--- src/rtl/ftd_pkg.sv ---
// ----------------------------------------------------------------------------
// ftd_pkg
// Shared types and constants for the file transfer deframer: event codes,
// parser phases and the result record passed from the parser to the output.
// ----------------------------------------------------------------------------
package ftd_pkg;

  localparam logic [31:0] FRAME_MAGIC_RESET = 32'h4E46544C;

  localparam int unsigned MAGIC_BYTES = 4;
  localparam int unsigned LEN_BYTES   = 4;
  localparam int unsigned SIZE_BYTES  = 8;

  typedef enum logic [2:0] {
    EV_NAME      = 3'd0,
    EV_HEADER    = 3'd1,
    EV_PAYLOAD   = 3'd2,
    EV_ACK       = 3'd3,
    EV_BAD_MAGIC = 3'd4,
    EV_BAD_TYPE  = 3'd5
  } event_t;

  typedef enum logic [5:0] {
    PH_PREFIX    = 6'b000001,
    PH_NAME_LEN  = 6'b000010,
    PH_SIZE      = 6'b000100,
    PH_NAME      = 6'b001000,
    PH_CHUNK_LEN = 6'b010000,
    PH_PAYLOAD   = 6'b100000
  } phase_t;

  typedef struct packed {
    logic        valid;
    event_t      ev;
    logic [7:0]  data;
    logic [63:0] total;
    logic [63:0] size;
    logic [31:0] name_len;
    logic        done;
  } result_t;

endpackage

--- src/rtl/file_transfer_deframer_core.sv ---
// ----------------------------------------------------------------------------
// file_transfer_deframer_core
// Byte-wide deframer for a length-prefixed file transfer stream.
// ----------------------------------------------------------------------------
// Takes one transfer per clock while in_ready is high: a stream byte or an
// abort command. Each byte lands in an input register and is decoded by the
// frame parser once the output register is empty or being emptied; its
// event, if any, is then loaded into the output register. The parser's
// state update sets the rate: one byte every cycle, sustained, as long as
// the output side takes results when they are offered. Frame prefixes and
// length fields yield no output, nor do header bytes before the last; name
// bytes, payload bytes, chunk acknowledges, the header event and errors each
// yield one. Write the magic word only while the block is idle.
// ----------------------------------------------------------------------------
module file_transfer_deframer_core (
  input  logic        clk,
  input  logic        rst,
  // configuration
  input  logic        frame_magic_we,
  input  logic [31:0] frame_magic_wdata,
  // input channel
  input  logic        in_valid,
  output logic        in_ready,
  input  logic        command,
  input  logic [7:0]  stream_byte,
  // output channel
  output logic        out_valid,
  input  logic        out_ready,
  output logic [2:0]  event_res,
  output logic [7:0]  out_byte,
  output logic [63:0] received_total,
  output logic [63:0] announced_size,
  output logic [31:0] name_length_out,
  output logic        file_done
);

  // Expected magic word; written directly, no handshake.
  logic [31:0] frame_magic;

  // Input register stage.
  logic       s1_valid;
  logic       s1_command;
  logic [7:0] s1_byte;

  // Advance the held byte through the parser whenever the output register
  // is empty or is being emptied this cycle.
  logic             advance;
  ftd_pkg::result_t res;

  assign advance  = s1_valid && (!out_valid || out_ready);
  assign in_ready = !s1_valid || advance;

  always_ff @(posedge clk) begin
    if (rst) begin
      frame_magic <= ftd_pkg::FRAME_MAGIC_RESET;
    end else if (frame_magic_we) begin
      frame_magic <= frame_magic_wdata;
    end
  end

  // Hold the accepted transfer until the parser consumes it.
  always_ff @(posedge clk) begin
    if (rst) begin
      s1_valid <= 1'b0;
    end else if (in_ready) begin
      s1_valid <= in_valid;
    end
  end

  always_ff @(posedge clk) begin
    if (in_ready && in_valid) begin
      s1_command <= command;
      s1_byte    <= stream_byte;
    end
  end

  ftd_parser u_parser (
    .clk         (clk),
    .rst         (rst),
    .step        (advance),
    .command     (s1_command),
    .stream_byte (s1_byte),
    .frame_magic (frame_magic),
    .res         (res)
  );

  // Output register: load on every parser step, drop a taken result
  // otherwise. Steps that produce no event leave it empty.
  always_ff @(posedge clk) begin
    if (rst) begin
      out_valid <= 1'b0;
    end else if (advance) begin
      out_valid <= res.valid;
    end else if (out_ready) begin
      out_valid <= 1'b0;
    end
  end

  always_ff @(posedge clk) begin
    if (advance) begin
      event_res       <= res.ev;
      out_byte        <= res.data;
      received_total  <= res.total;
      announced_size  <= res.size;
      name_length_out <= res.name_len;
      file_done       <= res.done;
    end
  end

endmodule

--- src/rtl/ftd_parser.sv ---
// ----------------------------------------------------------------------------
// ftd_parser
// Frame parser state. One step per transfer: decode the byte against the
// current phase, update the state and present the result of that step.
// ----------------------------------------------------------------------------
module ftd_parser (
  input  logic             clk,
  input  logic             rst,
  input  logic             step,
  input  logic             command,
  input  logic [7:0]       stream_byte,
  input  logic [31:0]      frame_magic,
  output ftd_pkg::result_t res
);

  ftd_pkg::phase_t phase, phase_next;
  logic [3:0]  field_byte_count, field_byte_count_next;
  logic [31:0] magic_shift, magic_shift_next;
  logic [31:0] length_shift, length_shift_next;
  logic [31:0] remaining_bytes, remaining_bytes_next;
  logic [63:0] file_size_reg, file_size_reg_next;
  logic [63:0] total_reg, total_reg_next;
  logic        header_seen, header_seen_next;

  logic        clear_all;
  logic [31:0] len_new;
  logic [63:0] size_new;
  logic [31:0] rem_dec;
  logic [63:0] total_inc;
  logic        done_hit;

  assign len_new   = {length_shift[23:0], stream_byte};
  assign size_new  = {file_size_reg[55:0], stream_byte};
  assign rem_dec   = (remaining_bytes != 32'd0) ? remaining_bytes - 32'd1 : remaining_bytes;
  assign total_inc = (&total_reg) ? total_reg : total_reg + 64'd1;
  assign done_hit  = (file_size_reg != 64'd0) && (total_inc >= file_size_reg);

  always_comb begin
    phase_next            = phase;
    field_byte_count_next = field_byte_count;
    magic_shift_next      = magic_shift;
    length_shift_next     = length_shift;
    remaining_bytes_next  = remaining_bytes;
    file_size_reg_next    = file_size_reg;
    total_reg_next        = total_reg;
    header_seen_next      = header_seen;
    clear_all             = 1'b0;
    res                   = '0;
    res.total             = total_reg;
    res.size              = file_size_reg;

    if (command) begin
      clear_all = 1'b1;
    end else begin
      unique case (phase)
        ftd_pkg::PH_PREFIX: begin
          if (field_byte_count < 4'(ftd_pkg::MAGIC_BYTES)) begin
            magic_shift_next      = {magic_shift[23:0], stream_byte};
            field_byte_count_next = field_byte_count + 4'd1;
          end else if (magic_shift != frame_magic) begin
            res.valid = 1'b1;
            res.ev    = ftd_pkg::EV_BAD_MAGIC;
            clear_all = 1'b1;
          end else if (stream_byte != {7'd0, header_seen}) begin
            res.valid = 1'b1;
            res.ev    = ftd_pkg::EV_BAD_TYPE;
            clear_all = 1'b1;
          end else begin
            field_byte_count_next = 4'd0;
            magic_shift_next      = 32'd0;
            length_shift_next     = 32'd0;
            phase_next = header_seen ? ftd_pkg::PH_CHUNK_LEN : ftd_pkg::PH_NAME_LEN;
          end
        end
        ftd_pkg::PH_NAME_LEN: begin
          length_shift_next = len_new;
          if (field_byte_count >= 4'(ftd_pkg::LEN_BYTES - 1)) begin
            field_byte_count_next = 4'd0;
            file_size_reg_next    = 64'd0;
            phase_next            = ftd_pkg::PH_SIZE;
          end else begin
            field_byte_count_next = field_byte_count + 4'd1;
          end
        end
        ftd_pkg::PH_SIZE: begin
          file_size_reg_next = size_new;
          if (field_byte_count < 4'(ftd_pkg::SIZE_BYTES - 1)) begin
            field_byte_count_next = field_byte_count + 4'd1;
          end else begin
            field_byte_count_next = 4'd0;
            header_seen_next      = 1'b1;
            total_reg_next        = 64'd0;
            remaining_bytes_next  = length_shift;
            phase_next = (length_shift != 32'd0) ? ftd_pkg::PH_NAME : ftd_pkg::PH_PREFIX;
            res.valid    = 1'b1;
            res.ev       = ftd_pkg::EV_HEADER;
            res.total    = 64'd0;
            res.size     = size_new;
            res.name_len = length_shift;
          end
        end
        ftd_pkg::PH_NAME: begin
          remaining_bytes_next = rem_dec;
          if (rem_dec == 32'd0) phase_next = ftd_pkg::PH_PREFIX;
          res.valid = 1'b1;
          res.ev    = ftd_pkg::EV_NAME;
          res.data  = stream_byte;
        end
        ftd_pkg::PH_CHUNK_LEN: begin
          length_shift_next = len_new;
          if (field_byte_count >= 4'(ftd_pkg::LEN_BYTES - 1)) begin
            field_byte_count_next = 4'd0;
            remaining_bytes_next  = len_new;
            phase_next = (len_new != 32'd0) ? ftd_pkg::PH_PAYLOAD : ftd_pkg::PH_PREFIX;
          end else begin
            field_byte_count_next = field_byte_count + 4'd1;
          end
        end
        ftd_pkg::PH_PAYLOAD: begin
          total_reg_next       = total_inc;
          remaining_bytes_next = rem_dec;
          res.valid = 1'b1;
          res.data  = stream_byte;
          res.total = total_inc;
          if (rem_dec != 32'd0) begin
            res.ev = ftd_pkg::EV_PAYLOAD;
          end else begin
            phase_next = ftd_pkg::PH_PREFIX;
            res.ev     = ftd_pkg::EV_ACK;
            res.done   = done_hit;
            clear_all  = done_hit;
          end
        end
        default: begin
          clear_all = 1'b1;
        end
      endcase
    end

    if (clear_all) begin
      phase_next            = ftd_pkg::PH_PREFIX;
      field_byte_count_next = 4'd0;
      magic_shift_next      = 32'd0;
      length_shift_next     = 32'd0;
      remaining_bytes_next  = 32'd0;
      file_size_reg_next    = 64'd0;
      total_reg_next        = 64'd0;
      header_seen_next      = 1'b0;
    end
  end

  always_ff @(posedge clk) begin
    if (rst) begin
      phase            <= ftd_pkg::PH_PREFIX;
      field_byte_count <= 4'd0;
      magic_shift      <= 32'd0;
      length_shift     <= 32'd0;
      remaining_bytes  <= 32'd0;
      file_size_reg    <= 64'd0;
      total_reg        <= 64'd0;
      header_seen      <= 1'b0;
    end else if (step) begin
      phase            <= phase_next;
      field_byte_count <= field_byte_count_next;
      magic_shift      <= magic_shift_next;
      length_shift     <= length_shift_next;
      remaining_bytes  <= remaining_bytes_next;
      file_size_reg    <= file_size_reg_next;
      total_reg        <= total_reg_next;
      header_seen      <= header_seen_next;
    end
  end

endmodule
--- config.mk ---
export PLATFORM = sky130hd
export DESIGN_NAME = file_transfer_deframer_core
export DESIGN_NICKNAME = d
export VERILOG_FILES = /design/src/rtl/ftd_pkg.sv /design/src/rtl/file_transfer_deframer_core.sv /design/src/rtl/ftd_parser.sv
export SDC_FILE = /design/constraint.sdc
export NUM_CORES = 1
export LEC_CHECK = 0
export BUFFER_PORTS_ARGS = -buffer_cell sky130_fd_sc_hd__buf_2
export CELL_PAD_IN_SITES_DETAIL_PLACEMENT = 0
export CELL_PAD_IN_SITES_GLOBAL_PLACEMENT = 1
export CORE_ASPECT_RATIO = 1.2
export CORE_MARGIN = 1.5
export CORE_UTILIZATION = 50
export CTS_CLUSTER_DIAMETER = 40
export CTS_CLUSTER_SIZE = 25
export DETAILED_ROUTE_END_ITERATION = 10
export PLACE_DENSITY = 0.95
export SLEW_MARGIN = 20
export SYNTH_ARGS = -nofsm -noshare
export SYNTH_HDL_FRONTEND = slang
export SYNTH_HIERARCHICAL = 1
export SYNTH_SLANG_ARGS = --single-unit
export TNS_END_PERCENT = 30
--- constraint.sdc ---
create_clock -name clk -period 16.1 [get_ports clk]
set_input_delay 3.22 -clock clk [delete_from_list [all_inputs] [get_ports clk]]
set_output_delay 3.22 -clock clk [all_outputs]
set_load 0.02 [all_outputs]
==> flow_summary.toml, run 1 <==
[critical_path]
reg2reg_to = "u_parser/total_reg[1]"
crit_path_max_fanout = 28
r2r_start = "u_parser/total_reg[0]"
cp-end-kind = "flop"
start_kind = "flop"
path_cells = "ha_1 -> nand2_1 -> or4_1 -> nor4_1 -> a21boi_1 -> and3_1 -> nor2b_1 -> nand3_1 -> xor2_1 -> inv_1 -> ha_1 -> nand4_1 -> or4_1 -> or2_2 -> o221a_2 -> a21o_1 -> a2111oi_0 -> a21oi_2 -> buf_4 -> nand2_1 -> o21ai_0"
r2r_setup_slack_ps = 8360
max_stage_delay_ps = 800
reg2reg_depth = 21
critPathBufInv = 2
crit_slowest_cell = "nand2_1"
worstSetupPathType = "reg2reg"
required_ps = 16530
path_delay_family = "simple AND/OR/NAND/NOR gates"
cp_data_arrival_time_ps = 8170

[yosys]
synth_edf_count = 181
synthCells = 2385
netlist_area_sq_mm = 0.0226
synthArstFlopShare = 0
syn-num-nets = 2498
yosys-top-cells-count = "269 x dfxtp_1, 251 x nand2_1, 204 x o21ai_0"
yosys_warnings = 6
synth_top_area_cell = "edfxtp_1"
synth_top_area_frac = 0.240
synthTopCellsByArea = "edfxtp_1 24%, dfxtp_1 24%, a22o_1 5.5%"
seq_area_frac_synth = 0.479
synth_top_flop_cell = "dfxtp_1"
ys_seq_elements = 450
synth.distinct_cells = 74
avgSynthCellArea_sq_um = 9.48
yosysMostFrequentCell = "dfxtp_1"

[route]
first_pass_iters = 9
drt-initial-drc-count = 1794
dr_wl_met3_microns = 3740
vias_per_cell = 6.20
drc = 0
ant_nets = 0
finalWirelength_microns = 70000
routed.top_layer = "met4"
routedWlPerCell_microns = 22.2
dr_wl_met2_microns = 34900
vias = 19500
met1_length_microns = 26900

[clock_network]
clk_pin_slew_worst_paths_ps = 70
cts_tree = "yes"
holdBufCountCts = 0
cts_max_path_buffers = 3
cts-resized-gates = 0
htreeDepth = 2
clock_latency_ps = 630
clock-root-buffer = "clkbuf_16"
post-cts-setup-buffers = 0
cts.sinks = 450
cts_buffers = 51

[cells_and_area]
stdcell_count = 3154
diodes = 0
syn_to_final_growth_pct = 14.2
drive_above_1_share = 0.147
num-nets-final = 2615

[timing]
layout_min_cycle_time_ps = 7740
finalSetupViolations = 0
period_share = 0.481
max_slew_margin = 0.179
setup-tns-final_ps = 0
rsz0062_at_grt = "no"
tightestPinTransition_ps = 1220
timing.clock.skew_ps = 40.6
slew_violations = 0
max_freq_ghz = 0.129
hold_violations = 0

[floorplan]
die_w_microns = 197
core_area_sq_mm = 0.0448
dieArea_sq_mm = 0.0465
boundaryPins = 220
die_h_microns = 236
rows = 85
initial_core_util = 0.505

[power]
p_leak_nw = 10.6
power_mw = 2.55
power.density_mw_per_mm2 = 98.8
vdd_drop_max_mv = 0.0876

[global_route]
grt_max_degree = 128
grt_pass1_wl_microns = 105000
antenna_found_initial = 0
groute.usage.overall = 0.293
grt_pass1_vias = 18300
grt-ovfl-total = 0

[hold_path]
hold_path.startpoint = "s1_valid"
whs_endpoint = "out_valid"
hold_path_class = "reg2reg"
hold-path-cell-count = 2

[status]
status = "finished clean"

[placement]
dp.cells = 3058
portBuffers = 219
post-dp-hpwl_microns = 49500
place_congestion = 0.938

[run]
cap_violations = 0
metal layers:
layer | vias up | track usage
met5 | - | 0
met2 | 794 | 0.503
met1 | 9436 | 0.344
met3 | 199 | 0.0423
met4 | 0 | 0.178
li1 | 9115 | -
power breakdown:
part / leakage [nW] / internal [mW] / switching, mW
Clock: 0.880 / 0.698 / 0.549
Combinational: 5.70 / 0.0275 / 0.0636
Sequential: 4.03 / 1.20 / 0.0132
cells by family (layout without fill, tap and decap cells):
family                     Yosys count  count (layout)  synth area share
AOI/OAI and AO/OA                  668             668             0.202
xor gates and xnor gates           115             115            0.0445
adders and majority gates           68              68            0.0375
buffers and inverters              293             453            0.0530
DFF                                450             450             0.479
muxes                               29              29            0.0129
and+or+nand+nor                    762             762             0.171
cells in the final DEF (no fill, tap or decap), drive strengths merged, types with 7 or more instances in the layout:
| cell | count |
|---|---|
| buf | 247 |
| nand3b | 21 |
| xnor2 | 70 |
| nand2 | 251 |
| o31ai | 19 |
| nand2b | 9 |
| a211o | 13 |
| edfxtp | 181 |
| and4 | 13 |
| a32o | 7 |
| clkinv | 13 |
| a22oi | 30 |
| and2b | 8 |
| a221oi | 7 |
| nand3 | 68 |
| mux2i | 27 |
| nor4 | 59 |
| or2 | 8 |
| a22o | 142 |
| or4 | 18 |
| a21oi | 79 |
| clkbuf | 56 |
| dfxtp | 269 |
| or3 | 11 |
| a41o | 33 |
| and3 | 69 |
| ha | 67 |
| o21ai | 206 |
| inv | 127 |
| nor2b | 11 |
| nand4 | 48 |
| nor3 | 47 |
| a31oi | 68 |
| a21o | 13 |
| and2 | 12 |
| xor2 | 45 |
| nor2 | 101 |
tightest hold or removal path, cell delays in order, from the launching register on:
cell and delay, ps:
dfxtp_1 320, nand2_1 60, a21oi_1 50
final cells by class:
type | count | area, sq um
sequential | 450 | 10800
timing repair buffer | 247 | 1310
tap | 609 | 762
fill | 3843 | 18900
clock inverter | 40 | 510
clock buffer | 56 | 1340
inverter | 110 | 413
multi-input combinational | 1642 | 10700
per-stage QoR:
stage          area (sq um)  worst slack [ps]  utilization  hold WS, ps
6_report              25800              8360        0.577          481
5_1_grt               25800              7790        0.577          508
4_1_cts               25800              8550        0.577          482
3_5_place_dp          24000              8580        0.535          473
3_3_place_gp          24000              8830        0.535          465
2_1_floorplan         22600              7090            -          445
worst max-delay path by stage:
stage | from | endpoint | slack (ps) | depth (start not counted)
5_1_grt | u_parser/total_reg[0] | u_parser/total_reg[19] | 7790 | 21
3_5_place_dp | u_parser/total_reg[0] | u_parser/total_reg[52] | 8580 | 21
4_1_cts | u_parser/total_reg[0] | u_parser/total_reg[1] | 8550 | 21
6_report | u_parser/total_reg[0] | u_parser/total_reg[1] | 8360 | 21
2_1_floorplan | out_ready | u_parser/total_reg[63] | 7090 | 9
3_3_place_gp | u_parser/total_reg[0] | u_parser/total_reg[54] | 8830 | 21
Note: power is estimated with default switching activity, not from simulation.
==> run 2: changes to the inputs <==
--- a/config.mk
+++ b/config.mk
@@ -10,11 +10,11 @@
 export CELL_PAD_IN_SITES_GLOBAL_PLACEMENT = 1
 export CORE_ASPECT_RATIO = 1.2
 export CORE_MARGIN = 1.5
-export CORE_UTILIZATION = 50
+export CORE_UTILIZATION = 46
 export CTS_CLUSTER_DIAMETER = 40
 export CTS_CLUSTER_SIZE = 25
 export DETAILED_ROUTE_END_ITERATION = 10
-export PLACE_DENSITY = 0.95
+export PLACE_DENSITY = 0.91
 export SLEW_MARGIN = 20
 export SYNTH_ARGS = -nofsm -noshare
 export SYNTH_HDL_FRONTEND = slang
==> constraint.sdc (replaced) <==
create_clock -name clk -period 7.5 [get_ports clk]
set_input_delay 1.5 -clock clk [delete_from_list [all_inputs] [get_ports clk]]
set_output_delay 1.5 -clock clk [all_outputs]
set_load 0.02 [all_outputs]
==> run 2 against run 1 <==
Against the previous run:
- clock skew down 11 ps
- worst setup slack got worse by 7800 ps
- register-to-register slack lost 7800 ps
- non-clock buffer count is 15 higher
- combinational power increased by 110%
- worst hold slack gained 2.7 ps
- via count decreased by 0.31%
- clock-buffer cell count up 3
- design area increased by 1.2%
- first-iteration DRC count fell by 17%
- die area grew 8.6%
- critical endpoint is now u_parser/magic_shift[30]
==> flow_summary.toml, run 2 (synthesis results as in run 1) <==
[hold_path]
whs_endpoint = "out_valid"
hold_path_class = "reg2reg"
hold_path.startpoint = "s1_valid"
hold-path-cell-count = 2

[clock_network]
post-cts-setup-buffers = 0
cts_tree = "yes"
clock_latency_ps = 630
cts_buffers = 56
htreeDepth = 2
cts-resized-gates = 0
cts.sinks = 450
cts_max_path_buffers = 3
clock-root-buffer = "clkbuf_16"
holdBufCountCts = 0
clk_pin_slew_worst_paths_ps = 60

[status]
status = "finished clean"

[floorplan]
core_area_sq_mm = 0.0483
boundaryPins = 220
initial_core_util = 0.468
die_h_microns = 246
dieArea_sq_mm = 0.0505
die_w_microns = 205
rows = 88

[global_route]
grt_pass1_wl_microns = 105000
grt_pass1_vias = 18300
grt-ovfl-total = 0
antenna_found_initial = 0
grt_max_degree = 183
groute.usage.overall = 0.272

[timing]
finalSetupViolations = 0
slew_violations = 0
rsz0062_at_grt = "no"
period_share = 0.922
hold_violations = 0
setup-tns-final_ps = 0
max_slew_margin = 0.256
timing.clock.skew_ps = 29.7
worst_hold_slack_ps = 484
tightestPinTransition_ps = 1110
max_freq_ghz = 0.145
layout_min_cycle_time_ps = 6910

[critical_path]
crit_path_max_fanout = 32
worstSetupPathType = "reg2reg"
start_kind = "flop"
r2r_setup_slack_ps = 590
cp-end-kind = "flop"
reg2reg_to = "u_parser/magic_shift[30]"
cp_data_arrival_time_ps = 7420
r2r_start = "u_parser/total_reg[19]"
required_ps = 8000
reg2reg_depth = 19

[power]
pwr-share-comb = 0.035
p_clk_frac = 0.503
power.density_mw_per_mm2 = 216
internal-power_mw = 4.24
p_switching_mw = 1.39
netSwitchingFraction = 0.247
p_leak_nw = 10.8
seqPwrFrac = 0.463
vdd_drop_max_mv = 0.183

[placement]
place_congestion = 0.927
post-dp-hpwl_microns = 49800
portBuffers = 219

[cells_and_area]
fillers = 4329
multi_input_area_sq_mm = 0.0107
diodes = 0
mostFrequentLayoutCell = "dfxtp_1"
drive_above_1_share = 0.155
post-route-util = 0.541
syn_to_final_growth_pct = 15.6
mostFrequentLayoutCells = "269 x dfxtp_1, 250 x nand2_1, 219 x buf_2"
num-nets-final = 2635
ff_latch_area_sq_mm = 0.0108

[route]
drc = 0
drt-initial-drc-count = 1490
ant_nets = 0
finalWirelength_microns = 70400
vias_per_cell = 6.09
routedWlPerCell_microns = 22.0
first_pass_iters = 6
vias = 19500

[run]
cap_violations = 0
==> run 2: per-layer routing <==
| layer | global-route usage | share of wire | vias to the layer above | wire length, microns |
|---|---|---|---|---|
| li1 | - | - | 9163 | - |
| met1 | 0.321 | 0.39 | 9382 | 27100 |
| met2 | 0.477 | 0.51 | 741 | 35600 |
| met3 | 0.0321 | 0.051 | 198 | 3610 |
| met4 | 0.150 | 0.058 | 0 | 4090 |
| met5 | 0 | 0 | - | 0 |
==> run 2: worst max path at each step <==
stage / start / depth (start not counted) / endpoint / slack [ps]
after floorplan: out_ready / 9 / u_parser/total_reg[63] / 210
after global placement: u_parser/total_reg[0] / 21 / u_parser/file_size_reg[51] / 830
after detailed placement: u_parser/total_reg[12] / 18 / u_parser/file_size_reg[44] / 680
after CTS: u_parser/total_reg[19] / 18 / u_parser/file_size_reg[42] / 650
after global routing: u_parser/total_reg[0] / 22 / u_parser/magic_shift[3] / 190
final: u_parser/total_reg[19] / 19 / u_parser/magic_shift[30] / 590
==> run 2: layout make-up <==
cell class,instances,area share
clock buffers,59,0.0553
well taps,630,0.0302
repair buffers,262,0.0548
flip-flops and latches,450,0.414
inverters,110,0.0158
multi-input cells,1642,0.409
clock inverters,46,0.0211
==> run 2: worst max-delay path, cell delays in order, from the launching register on <==
cell and delay [ps]:
dfxtp_1 480, and4_1 320, nand3_1 200, or3_1 460, or3_1 360, nor3_1 210, nand2_1 260, nor3_1 560
xor2_1 190, ha_1 360, nand4_1 160, or4_1 550, or2_2 320, o221a_2 270, a21o_1 220, a2111oi_0 650
a21oi_2 160, buf_4 280, a31o_2 500, a22o_1 310
==> run 2: metrics by stage <==
step | cell area (sq um) | total power, mW | setup slack, ps | std cells
after floorplan | 22600 | 2.79 | 211 | 2385
after global placement | 24100 | 2.85 | 831 | 3094
after detailed placement | 24100 | 2.85 | 676 | 3094
after CTS | 26100 | 5.68 | 653 | 3199
after global routing | 26100 | 5.80 | 192 | 3199
final | 26100 | 5.63 | 588 | 3199
==> run 2: power groups by stage <==
stage                     registers, mW  clock network, mW  logic [mW]
after CTS                          2.61               2.88       0.194
after floorplan                    2.68                  0       0.109
after global placement             2.66                  0       0.190
after detailed placement           2.66                  0       0.194
after global routing               2.61               2.98       0.210
final                              2.61               2.83       0.195
